$ cat src/rtl/spe_pkg.sv
// ----------------------------------------------------------------------------
// spe_pkg
// Shared widths, codes and fixed-point helpers for the separable polynomial
// evaluator.
// ----------------------------------------------------------------------------
package spe_pkg;

    // default sizes handed to the top level
    localparam int DEF_MAX_DIMS    = 4;
    localparam int DEF_MAX_DEGREE  = 4;
    localparam int DEF_MAX_OUTPUTS = 4;

    // fixed field widths
    localparam int COORD_FIELDS = 4;
    localparam int COORD_IDX_W  = 2;
    localparam int DATA_W       = 16;
    localparam int SEL_W        = 2;
    localparam int CFG_W        = 3;
    localparam int CFG_IDX_W    = 2;
    localparam int CHAN_W       = 2;
    localparam int VALUE_W      = 21;
    localparam int PROD_W       = 2 * DATA_W;
    localparam int SUM_W        = VALUE_W + 1;

    // request type codes
    localparam logic REQ_EVAL  = 1'b0;
    localparam logic REQ_WRITE = 1'b1;

    // configuration register indexes
    localparam logic [CFG_IDX_W-1:0] CFG_DEGREE  = 2'd0;
    localparam logic [CFG_IDX_W-1:0] CFG_DIMS    = 2'd1;
    localparam logic [CFG_IDX_W-1:0] CFG_OUTPUTS = 2'd2;

    // result range
    localparam logic signed [SUM_W-1:0] ACC_MAX = 22'sd1048575;
    localparam logic signed [SUM_W-1:0] ACC_MIN = -22'sd1048576;

    // zero reads as one, values above the limit read as the limit
    function automatic logic [CFG_W-1:0] limit_cfg(input logic [CFG_W-1:0] v,
                                                   input logic [CFG_W-1:0] hi);
        logic [CFG_W-1:0] r;
        if (v == '0)
            r = CFG_W'(1);
        else if (v > hi)
            r = hi;
        else
            r = v;
        return r;
    endfunction

    // power product floored to Q2.14 and clamped to 16 bits
    function automatic logic signed [DATA_W-1:0] pow_sat(
        input logic signed [PROD_W-1:0] p);
        logic signed [PROD_W-1:0] s;
        logic signed [DATA_W-1:0] r;
        s = p >>> 14;
        if (s > 32'sd32767)
            r = 16'sh7fff;
        else if (s < -32'sd32768)
            r = 16'sh8000;
        else
            r = s[DATA_W-1:0];
        return r;
    endfunction

    // accumulate a floored Q.14 term with saturation to the result range
    function automatic logic signed [VALUE_W-1:0] acc_add(
        input logic signed [VALUE_W-1:0] acc,
        input logic signed [PROD_W-1:0]  p);
        logic signed [PROD_W-1:0] t;
        logic signed [SUM_W-1:0]  s;
        logic signed [VALUE_W-1:0] r;
        t = p >>> 15;
        s = SUM_W'(acc) + t[SUM_W-1:0];
        if (s > ACC_MAX)
            r = ACC_MAX[VALUE_W-1:0];
        else if (s < ACC_MIN)
            r = ACC_MIN[VALUE_W-1:0];
        else
            r = s[VALUE_W-1:0];
        return r;
    endfunction

endpackage

$ cat src/rtl/spe_req_if.sv
// ----------------------------------------------------------------------------
// spe_req_if
// Request channel: point evaluation or coefficient write.
// ----------------------------------------------------------------------------
interface spe_req_if;
    import spe_pkg::*;

    logic                     valid;
    logic                     ready;
    logic                     req_type;
    logic signed [DATA_W-1:0] coord_0;
    logic signed [DATA_W-1:0] coord_1;
    logic signed [DATA_W-1:0] coord_2;
    logic signed [DATA_W-1:0] coord_3;
    logic [SEL_W-1:0]         coef_output;
    logic [SEL_W-1:0]         coef_power;
    logic [SEL_W-1:0]         coef_dim;
    logic signed [DATA_W-1:0] coef_value;

    modport source (output valid, req_type, coord_0, coord_1, coord_2, coord_3,
                    coef_output, coef_power, coef_dim, coef_value,
                    input ready);
    modport sink (input valid, req_type, coord_0, coord_1, coord_2, coord_3,
                  coef_output, coef_power, coef_dim, coef_value,
                  output ready);
endinterface

$ cat src/rtl/spe_res_if.sv
// ----------------------------------------------------------------------------
// spe_res_if
// Result channel: one sum per output channel in use.
// ----------------------------------------------------------------------------
interface spe_res_if;
    import spe_pkg::*;

    logic                      valid;
    logic                      ready;
    logic [CHAN_W-1:0]         channel;
    logic signed [VALUE_W-1:0] value;
    logic                      last;

    modport source (output valid, channel, value, last, input ready);
    modport sink (input valid, channel, value, last, output ready);
endinterface

$ cat src/rtl/spe_cfg_if.sv
// ----------------------------------------------------------------------------
// spe_cfg_if
// Configuration write channel: register index and write data.
// ----------------------------------------------------------------------------
interface spe_cfg_if;
    import spe_pkg::*;

    logic                 valid;
    logic                 ready;
    logic [CFG_IDX_W-1:0] index;
    logic [CFG_W-1:0]     data;

    modport source (output valid, index, data, input ready);
    modport sink (input valid, index, data, output ready);
endinterface

$ cat src/rtl/spe_ram.sv
// ----------------------------------------------------------------------------
// spe_ram
// Generic simple dual-port RAM, one write port, one registered read port.
// ----------------------------------------------------------------------------
module spe_ram #(
    parameter int WIDTH = 16,
    parameter int DEPTH = 64,
    parameter int AW    = (DEPTH > 1) ? $clog2(DEPTH) : 1
) (
    input  logic             clk,
    input  logic             we,
    input  logic [AW-1:0]    waddr,
    input  logic [WIDTH-1:0] wdata,
    input  logic [AW-1:0]    raddr,
    output logic [WIDTH-1:0] rdata
);
    logic [WIDTH-1:0] mem [DEPTH];

    // write port
    always_ff @(posedge clk)
    begin
        if (we)
            mem[waddr] <= wdata;
    end

    // registered read port
    always_ff @(posedge clk)
    begin
        rdata <= mem[raddr];
    end
endmodule

$ cat src/rtl/spe_mul.sv
// ----------------------------------------------------------------------------
// spe_mul
// Shared signed 16x16 multiplier with registered product.
// ----------------------------------------------------------------------------
module spe_mul (
    input  logic                              clk,
    input  logic                              load,
    input  logic signed [spe_pkg::DATA_W-1:0] a,
    input  logic signed [spe_pkg::DATA_W-1:0] b,
    output logic signed [spe_pkg::PROD_W-1:0] prod_reg
);
    import spe_pkg::*;

    // product register, updated only when the sequencer issues a multiply
    always_ff @(posedge clk)
    begin
        if (load)
            prod_reg <= PROD_W'(a) * PROD_W'(b);
    end
endmodule

$ cat src/rtl/separable_polynomial_evaluator.sv
// ----------------------------------------------------------------------------
// separable_polynomial_evaluator
// Sums coefficient times coordinate power over dimensions and powers for
// each output channel, using one shared multiplier under a small sequencer.
// ----------------------------------------------------------------------------
//  channel  dir  role
//  req      in   evaluate a point or write one coefficient
//  res      out  one saturated sum per channel, last on the final channel
//  cfg      in   register writes: degree, dims, outputs in use
//
//  a coefficient write goes straight into the table; an evaluate runs each
//  term through the single multiplier, power then coefficient, where the
//  first power is the coordinate itself and needs only the coefficient multiply.
//  req.ready is high only while idle; a result waits in the output
//  register, and the sequencer stalls before each new result until it frees.
//  rst_n resets the sequencer and the registers; coefficients are not cleared.
// ----------------------------------------------------------------------------
module separable_polynomial_evaluator #(
    parameter int MAX_DIMS    = spe_pkg::DEF_MAX_DIMS,
    parameter int MAX_DEGREE  = spe_pkg::DEF_MAX_DEGREE,
    parameter int MAX_OUTPUTS = spe_pkg::DEF_MAX_OUTPUTS
) (
    input  logic      clk,
    input  logic      rst_n,
    spe_req_if.sink   req,
    spe_res_if.source res,
    spe_cfg_if.sink   cfg
);
    import spe_pkg::*;

    localparam int DEPTH = MAX_OUTPUTS * MAX_DEGREE * MAX_DIMS;
    localparam int AW    = (DEPTH > 1) ? $clog2(DEPTH) : 1;
    localparam logic [CFG_W-1:0] DEG_HI  = CFG_W'((MAX_DEGREE > 7) ? 7 : MAX_DEGREE);
    localparam logic [CFG_W-1:0] DIMS_HI =
        CFG_W'((MAX_DIMS > COORD_FIELDS) ? COORD_FIELDS : MAX_DIMS);
    localparam logic [CFG_W-1:0] OUTS_HI = CFG_W'((MAX_OUTPUTS > 7) ? 7 : MAX_OUTPUTS);

    typedef enum logic [2:0] {
        S_IDLE,
        S_FETCH,
        S_POW,
        S_PSAT,
        S_CMUL,
        S_ACC,
        S_OUT
    } state_t;

    state_t                    state_reg, state_next;
    logic [CFG_W-1:0]          cfg_degree_reg, cfg_degree_next;
    logic [CFG_W-1:0]          cfg_dims_reg, cfg_dims_next;
    logic [CFG_W-1:0]          cfg_outs_reg, cfg_outs_next;
    logic [CFG_W-1:0]          deg_reg, deg_next;
    logic [CFG_W-1:0]          dims_reg, dims_next;
    logic [CFG_W-1:0]          outs_reg, outs_next;
    logic [CFG_W-1:0]          o_reg, o_next;
    logic [CFG_W-1:0]          p_reg, p_next;
    logic [COORD_IDX_W-1:0]    k_reg, k_next;
    logic signed [DATA_W-1:0]  coord_reg [COORD_FIELDS];
    logic signed [DATA_W-1:0]  coord_next [COORD_FIELDS];
    logic signed [DATA_W-1:0]  pw_reg, pw_next;
    logic signed [VALUE_W-1:0] acc_reg, acc_next;
    logic                      res_valid_reg, res_valid_next;
    logic [CHAN_W-1:0]         res_chan_reg, res_chan_next;
    logic signed [VALUE_W-1:0] res_value_reg, res_value_next;
    logic                      res_last_reg, res_last_next;

    logic                      req_fire;
    logic                      cfg_fire;
    logic                      wr_ok;
    logic                      ram_we;
    logic [AW-1:0]             ram_waddr;
    logic [AW-1:0]             ram_raddr;
    logic [DATA_W-1:0]         ram_rdata;
    logic                      mul_load;
    logic signed [DATA_W-1:0]  mul_a;
    logic signed [DATA_W-1:0]  mul_b;
    logic signed [PROD_W-1:0]  prod;
    logic                      slot_free;

    // handshakes
    assign req.ready = (state_reg == S_IDLE);
    assign cfg.ready = 1'b1;
    assign req_fire  = req.valid && req.ready;
    assign cfg_fire  = cfg.valid && cfg.ready;

    // coefficient write address and range check
    assign wr_ok = (32'(req.coef_output) < MAX_OUTPUTS) &&
                   (32'(req.coef_power) < MAX_DEGREE) &&
                   (32'(req.coef_dim) < MAX_DIMS);
    assign ram_we    = req_fire && (req.req_type == REQ_WRITE) && wr_ok;
    assign ram_waddr = AW'((32'(req.coef_output) * MAX_DEGREE + 32'(req.coef_power))
                           * MAX_DIMS + 32'(req.coef_dim));

    // read address follows the term counters
    assign ram_raddr = AW'((32'(o_reg) * MAX_DEGREE + 32'(p_reg)) * MAX_DIMS
                           + 32'(k_reg));

    spe_ram #(
        .WIDTH (DATA_W),
        .DEPTH (DEPTH),
        .AW    (AW)
    ) u_coef_ram (
        .clk   (clk),
        .we    (ram_we),
        .waddr (ram_waddr),
        .wdata (req.coef_value),
        .raddr (ram_raddr),
        .rdata (ram_rdata)
    );

    // shared multiplier: power step or coefficient product
    assign mul_load = (state_reg == S_POW) || (state_reg == S_CMUL);
    assign mul_a    = (state_reg == S_CMUL) ? $signed(ram_rdata) : pw_reg;
    assign mul_b    = (state_reg == S_CMUL) ? pw_reg : coord_reg[k_reg];

    spe_mul u_mul (
        .clk      (clk),
        .load     (mul_load),
        .a        (mul_a),
        .b        (mul_b),
        .prod_reg (prod)
    );

    // result outputs
    assign res.valid   = res_valid_reg;
    assign res.channel = res_chan_reg;
    assign res.value   = res_value_reg;
    assign res.last    = res_last_reg;
    assign slot_free   = !res_valid_reg || res.ready;

    // sequencer next state
    always_comb
    begin
        state_next      = state_reg;
        cfg_degree_next = cfg_degree_reg;
        cfg_dims_next   = cfg_dims_reg;
        cfg_outs_next   = cfg_outs_reg;
        deg_next        = deg_reg;
        dims_next       = dims_reg;
        outs_next       = outs_reg;
        o_next          = o_reg;
        p_next          = p_reg;
        k_next          = k_reg;
        coord_next      = coord_reg;
        pw_next         = pw_reg;
        acc_next        = acc_reg;
        res_valid_next  = res_valid_reg;
        res_chan_next   = res_chan_reg;
        res_value_next  = res_value_reg;
        res_last_next   = res_last_reg;

        // result register drains independently
        if (res_valid_reg && res.ready)
            res_valid_next = 1'b0;

        // configuration writes
        if (cfg_fire)
        begin
            unique case (cfg.index)
                CFG_DEGREE:  cfg_degree_next = cfg.data;
                CFG_DIMS:    cfg_dims_next   = cfg.data;
                CFG_OUTPUTS: cfg_outs_next   = cfg.data;
                default:     ;
            endcase
        end

        unique case (state_reg)
            S_IDLE:
            begin
                if (req_fire && (req.req_type == REQ_EVAL))
                begin
                    coord_next[0] = req.coord_0;
                    coord_next[1] = req.coord_1;
                    coord_next[2] = req.coord_2;
                    coord_next[3] = req.coord_3;
                    deg_next      = limit_cfg(cfg_degree_reg, DEG_HI);
                    dims_next     = limit_cfg(cfg_dims_reg, DIMS_HI);
                    outs_next     = limit_cfg(cfg_outs_reg, OUTS_HI);
                    o_next        = '0;
                    p_next        = '0;
                    k_next        = '0;
                    acc_next      = '0;
                    state_next    = S_FETCH;
                end
            end
            // first power is the coordinate itself; coefficient read in flight
            S_FETCH:
            begin
                pw_next    = coord_reg[k_reg];
                state_next = S_CMUL;
            end
            S_POW:
            begin
                state_next = S_PSAT;
            end
            S_PSAT:
            begin
                pw_next    = pow_sat(prod);
                state_next = S_CMUL;
            end
            S_CMUL:
            begin
                state_next = S_ACC;
            end
            // accumulate, then step power and dimension; the channel steps in S_OUT
            S_ACC:
            begin
                acc_next = acc_add(acc_reg, prod);
                if (p_reg + CFG_W'(1) < deg_reg)
                begin
                    p_next     = p_reg + CFG_W'(1);
                    state_next = S_POW;
                end
                else
                begin
                    p_next = '0;
                    if (CFG_W'(k_reg) + CFG_W'(1) < dims_reg)
                    begin
                        k_next     = k_reg + COORD_IDX_W'(1);
                        state_next = S_FETCH;
                    end
                    else
                    begin
                        state_next = S_OUT;
                    end
                end
            end
            S_OUT:
            begin
                if (slot_free)
                begin
                    res_valid_next = 1'b1;
                    res_chan_next  = o_reg[CHAN_W-1:0];
                    res_value_next = acc_reg;
                    res_last_next  = (o_reg + CFG_W'(1) == outs_reg);
                    acc_next       = '0;
                    k_next         = '0;
                    if (o_reg + CFG_W'(1) < outs_reg)
                    begin
                        o_next     = o_reg + CFG_W'(1);
                        state_next = S_FETCH;
                    end
                    else
                    begin
                        state_next = S_IDLE;
                    end
                end
            end
            default:
            begin
                state_next = S_IDLE;
            end
        endcase
    end

    // state and registered outputs
    always_ff @(posedge clk or negedge rst_n)
    begin
        if (!rst_n)
        begin
            state_reg      <= S_IDLE;
            cfg_degree_reg <= CFG_W'(4);
            cfg_dims_reg   <= CFG_W'(4);
            cfg_outs_reg   <= CFG_W'(4);
            deg_reg        <= CFG_W'(1);
            dims_reg       <= CFG_W'(1);
            outs_reg       <= CFG_W'(1);
            o_reg          <= '0;
            p_reg          <= '0;
            k_reg          <= '0;
            for (int i = 0; i < COORD_FIELDS; i++)
                coord_reg[i] <= '0;
            pw_reg         <= '0;
            acc_reg        <= '0;
            res_valid_reg  <= 1'b0;
            res_chan_reg   <= '0;
            res_value_reg  <= '0;
            res_last_reg   <= 1'b0;
        end
        else
        begin
            state_reg      <= state_next;
            cfg_degree_reg <= cfg_degree_next;
            cfg_dims_reg   <= cfg_dims_next;
            cfg_outs_reg   <= cfg_outs_next;
            deg_reg        <= deg_next;
            dims_reg       <= dims_next;
            outs_reg       <= outs_next;
            o_reg          <= o_next;
            p_reg          <= p_next;
            k_reg          <= k_next;
            coord_reg      <= coord_next;
            pw_reg         <= pw_next;
            acc_reg        <= acc_next;
            res_valid_reg  <= res_valid_next;
            res_chan_reg   <= res_chan_next;
            res_value_reg  <= res_value_next;
            res_last_reg   <= res_last_next;
        end
    end
endmodule

$ cat src/flat_wrapper.sv
// flat-port wrapper written by rule: the top's interface ports become plain ports
module separable_polynomial_evaluator_flat import spe_pkg::*;
#(
    parameter int MAX_DIMS    = spe_pkg::DEF_MAX_DIMS,
    parameter int MAX_DEGREE  = spe_pkg::DEF_MAX_DEGREE,
    parameter int MAX_OUTPUTS = spe_pkg::DEF_MAX_OUTPUTS
)
  (clk, rst_n, req_valid, req_req_type, req_coord_0, req_coord_1, req_coord_2, req_coord_3, req_coef_output, req_coef_power, req_coef_dim, req_coef_value, req_ready, res_valid, res_channel, res_value, res_last, res_ready, cfg_valid, cfg_index, cfg_data, cfg_ready);
  spe_req_if req_i ();
  spe_res_if res_i ();
  spe_cfg_if cfg_i ();
  input  logic clk;
  input  logic rst_n;
  input wire logic [$bits(req_i.valid)-1:0] req_valid;
  input wire logic [$bits(req_i.req_type)-1:0] req_req_type;
  input wire logic [$bits(req_i.coord_0)-1:0] req_coord_0;
  input wire logic [$bits(req_i.coord_1)-1:0] req_coord_1;
  input wire logic [$bits(req_i.coord_2)-1:0] req_coord_2;
  input wire logic [$bits(req_i.coord_3)-1:0] req_coord_3;
  input wire logic [$bits(req_i.coef_output)-1:0] req_coef_output;
  input wire logic [$bits(req_i.coef_power)-1:0] req_coef_power;
  input wire logic [$bits(req_i.coef_dim)-1:0] req_coef_dim;
  input wire logic [$bits(req_i.coef_value)-1:0] req_coef_value;
  output wire logic [$bits(req_i.ready)-1:0] req_ready;
  output wire logic [$bits(res_i.valid)-1:0] res_valid;
  output wire logic [$bits(res_i.channel)-1:0] res_channel;
  output wire logic [$bits(res_i.value)-1:0] res_value;
  output wire logic [$bits(res_i.last)-1:0] res_last;
  input wire logic [$bits(res_i.ready)-1:0] res_ready;
  input wire logic [$bits(cfg_i.valid)-1:0] cfg_valid;
  input wire logic [$bits(cfg_i.index)-1:0] cfg_index;
  input wire logic [$bits(cfg_i.data)-1:0] cfg_data;
  output wire logic [$bits(cfg_i.ready)-1:0] cfg_ready;
  assign req_i.valid = req_valid;
  assign req_i.req_type = req_req_type;
  assign req_i.coord_0 = req_coord_0;
  assign req_i.coord_1 = req_coord_1;
  assign req_i.coord_2 = req_coord_2;
  assign req_i.coord_3 = req_coord_3;
  assign req_i.coef_output = req_coef_output;
  assign req_i.coef_power = req_coef_power;
  assign req_i.coef_dim = req_coef_dim;
  assign req_i.coef_value = req_coef_value;
  assign req_ready = req_i.ready;
  assign res_valid = res_i.valid;
  assign res_channel = res_i.channel;
  assign res_value = res_i.value;
  assign res_last = res_i.last;
  assign res_i.ready = res_ready;
  assign cfg_i.valid = cfg_valid;
  assign cfg_i.index = cfg_index;
  assign cfg_i.data = cfg_data;
  assign cfg_ready = cfg_i.ready;
  separable_polynomial_evaluator #(.MAX_DIMS(MAX_DIMS), .MAX_DEGREE(MAX_DEGREE), .MAX_OUTPUTS(MAX_OUTPUTS)) u_core (.clk(clk), .rst_n(rst_n), .req(req_i), .res(res_i), .cfg(cfg_i));
endmodule
$ cat config.mk
export PLATFORM = sky130hd
export DESIGN_NAME = separable_polynomial_evaluator_flat
export DESIGN_NICKNAME = d
export VERILOG_FILES = /design/src/rtl/spe_pkg.sv /design/src/rtl/spe_req_if.sv /design/src/rtl/spe_res_if.sv /design/src/rtl/spe_cfg_if.sv /design/src/rtl/spe_ram.sv /design/src/rtl/spe_mul.sv /design/src/rtl/separable_polynomial_evaluator.sv /design/src/flat_wrapper.sv
export SDC_FILE = /design/constraint.sdc
export NUM_CORES = 2
export LEC_CHECK = 0
export BUFFER_PORTS_ARGS = -buffer_cell sky130_fd_sc_hd__buf_2
export CORE_AREA = 3 3 296 298
export DETAILED_ROUTE_END_ITERATION = 8
export DIE_AREA = 0 0 299 301
export PLACE_DENSITY_LB_ADDON = 0.12
export SYNTH_ARGS = -nofsm -noshare
export SYNTH_HDL_FRONTEND = slang
export SYNTH_SLANG_ARGS = --single-unit
$ cat constraint.sdc
create_clock -name clk -period 12.6 [get_ports clk]
set_input_delay 2.52 -clock clk [delete_from_list [all_inputs] [get_ports clk]]
set_output_delay 2.52 -clock clk [all_outputs]
set_load 0.1 [all_outputs]
==> metrics.csv <==
metric,value,unit
WP data arrival,8.82,ns
FF-to-FF path depth,21,
wl on met1,54100,µm
GP Congestion,0.934,
Syn Inst Count,3504,
Seq cells post-synth,1213,
CTS buffer count,114,
Die Wd,299,µm
crit path kind,reg2reg,
CTS tree,yes,
Final WS setup,4.25,ns
dpl ws,4.32,ns
hold_ws,0.469,ns
Worst Setup SP,u_core.k_reg[0],
FF-to-FF Start,u_core.k_reg[0],
Tcrit/Tclk final,66.3,%
clock tree buffer depth,3,
syn avg cell area,16.4,µm²
CP max-delay cell,dfrtp_4,
vias in the first global route,34200,
GR Overflow Total,0,
CTS sink cnt,1213,
Max Fanout on Critical Path,42,
fmax,120,MHz
Slew Limit Fails,0,
Netlist cell types,73,
pin count of the biggest net entering global routing,105,
"commonest non-fill, non-tap cells in the layout","edfxtp_1, nand2_1, mux4_2",
max reg flops,1024,
initial antenna violation count,10,
DR top layer,met5,
unrepaired setup endpoints after global routing,no,
DRT antenna net count,0,
total of max-cap violations,0,
row cnt,107,
global-route wire length before repair,230000,µm
number of synthesized flops with an enable pin,1042,
r2r setup slk,4.25,ns
final setup vio count,0,
IO Pins,124,
Fin. Hold Viols,0,
clock skew,0.0477,ns
I/O Buffers,122,
Post-route DRC,0,
Setup crit start kind,flip-flop,
DIE HEIGHT,301,µm
slew margin rel.,6.45,%
hold buffers post-CTS,0,
Initial DRT Pass Iterations,5,
CP endpoint,u_core.u_mul.prod_reg[31],
Post-synth top flop,edfxtp_1,
Synthesized Nets,3974,
Critical Path Stages,21,
"most common cell after layout, fill and taps aside",edfxtp_1,
yosys warns,0,
synth-to-layout area growth,9.97,%
Synth Cell Area,57600,µm²
Hold Crit Depth,2,
WL met2,79600,µm
DP HPWL,93400,µm
Max stage delay on crit path,0.97,ns
post_cts resized,0,
"Clk Latency, worst-skew pair",0.69,ns
Slew @ Worst Pin,1.40,ns
status,completed,
met3 routed WL,14500,µm
Clock Root Buffer,clkbuf_16,
aggregate routed wire length,156000,µm
drt first-iter violations,3632,
Avg WL per Cell,31.7,µm
"delay-heaviest family, CP",adder cells,
R2R Path End,u_core.u_mul.prod_reg[31],
Placement Cell Area,59800,µm²
GRT Overall Usage,35.5,%
fill count,4784,
H-tree Lvls,3,
CP Capture Type,flip-flop,
cell repeated most along the worst path,fa_1,
Nets,4151,
die area,90000,µm²
core footprint,85100,µm²
minimum clock period,8.35,ns
setup_tns,0,ns
worst hold path type,reg2reg,
post-route cell area,63400,µm²
Async SR Flop Fraction,12.8,%
clock transition at the registers of the reported paths,0.07,ns
crit path buf inv count,2,
Via Count,32800,
sequential area share after synthesis,61.6,%
Initial Util,67.7,%
Required @ worst endpoint,13.07,ns
Post-CTS Setup Inserts,0,
layout cells sized above 1,21.2,%
CP Cell Sequence,mux4_2 -> mux2i_1 -> nor2_1 -> fa_1 -> fa_1 -> fa_1 -> fa_1 -> fa_1 -> inv_1 -> fa_1 -> inv_1 -> ha_1 -> o21ai_0 -> a21oi_1 -> o211ai_1 -> o21bai_1 -> a211oi_1 -> a211oi_1 -> o41ai_2 -> mux2i_1 -> a2111oi_2,
routed vias/inst,6.67,
[worst min path at each step]
stage                         startpoint  slack [ns]                   end
floorplan           u_core.coord_reg[18]        0.44  u_core.coord_reg[18]
global placement    u_core.coord_reg[53]        0.46  u_core.coord_reg[53]
detailed placement  u_core.coord_reg[56]        0.46  u_core.coord_reg[56]
CTS                   u_core.dims_reg[0]        0.47    u_core.dims_reg[0]
global route          u_core.dims_reg[0]        0.48    u_core.dims_reg[0]
finish                u_core.dims_reg[0]        0.47    u_core.dims_reg[0]
[cell type report]
class	instances	area, µm²	area share [%]
clock buffer	130	2920	4.61
multi-input combinational	1801	20300	32.0
timing repair buffer	211	1300	2.05
antenna	7	17.5	0.0276
inverter	340	1280	2.01
sequential	1213	35500	56.0
clock inverter	75	611	0.964
tap	1144	1430	2.26
[per-stage QoR]
step	cells	utilization (%)
finish	4921	74.4
global placement	4709	70.2
CTS	4914	74.4
floorplan	3504	-
detailed placement	4709	70.2
global route	4917	74.4
[worst reg2reg max path: cells and delay by family (launching register included)]
| family | cells | cell delay, ns |
|---|---|---|
| AOI/OAI and AO/OA | 8 | 1.88 |
| and+or+nand+nor | 1 | 0.15 |
| DFF | 1 | 0.97 |
| muxes | 3 | 1.75 |
| buffers and inverters | 2 | 0.09 |
| adders and majority gates | 7 | 3.27 |
[routing by layer]
metal,vias to the layer above,track usage [%]
li1,13200,-
met1,17000,45.9
met2,2198,60.0
met3,426,6.81
met4,6,15.4
met5,-,0
[cell families (layout without fill, tap and decap cells)]
logic type | count (synthesis) | count (layout) | synth area share [%]
AND/OR/NAND/NOR | 756 | 756 | 5.43
buffers and inverters | 490 | 756 | 3.24
other | 1 | 8 | 0.00651
AO/OA/AOI/OAI | 212 | 212 | 2.59
flip-flops | 1213 | 1213 | 61.6
adder cells (fa/ha/maj) | 373 | 373 | 11.5
XOR/XNOR | 47 | 47 | 0.715
multiplexers | 412 | 412 | 14.9
[synth_stat cells (all sizes together) (4+ instances only)]
library cell  number  share of area (%)
a211oi             8               0.12
a21o              21               0.27
a21oi             46               0.41
a221o             21               0.36
a22o               5              0.076
a22oi             15               0.20
a31o               4              0.061
a31oi              4              0.070
and2              12               0.13
and3               8              0.096
buf               48               0.36
clkbuf           102               0.66
dfrtp            149                6.5
dfstp              6               0.27
dfxtp             16               0.56
edfxtp          1042                 54
fa               262                9.1
ha               111                2.4
inv              340                2.2
mux2              32               0.63
mux2i             27               0.47
mux4             353                 14
nand2            447                2.9
nand2b            14               0.15
nand3             14               0.12
nand3b            12               0.16
nand4              4              0.043
nor2             204                1.3
nor2b             14               0.15
nor3               7              0.061
nor3b              5              0.065
o21ai             58               0.50
o21bai             4              0.052
o31ai              5              0.065
or2                4              0.043
xnor2             32               0.49
xor2              15               0.23
Power is not shown: default switching activity piles up to over one toggle a cycle in this logic, so the estimate is an artifact.
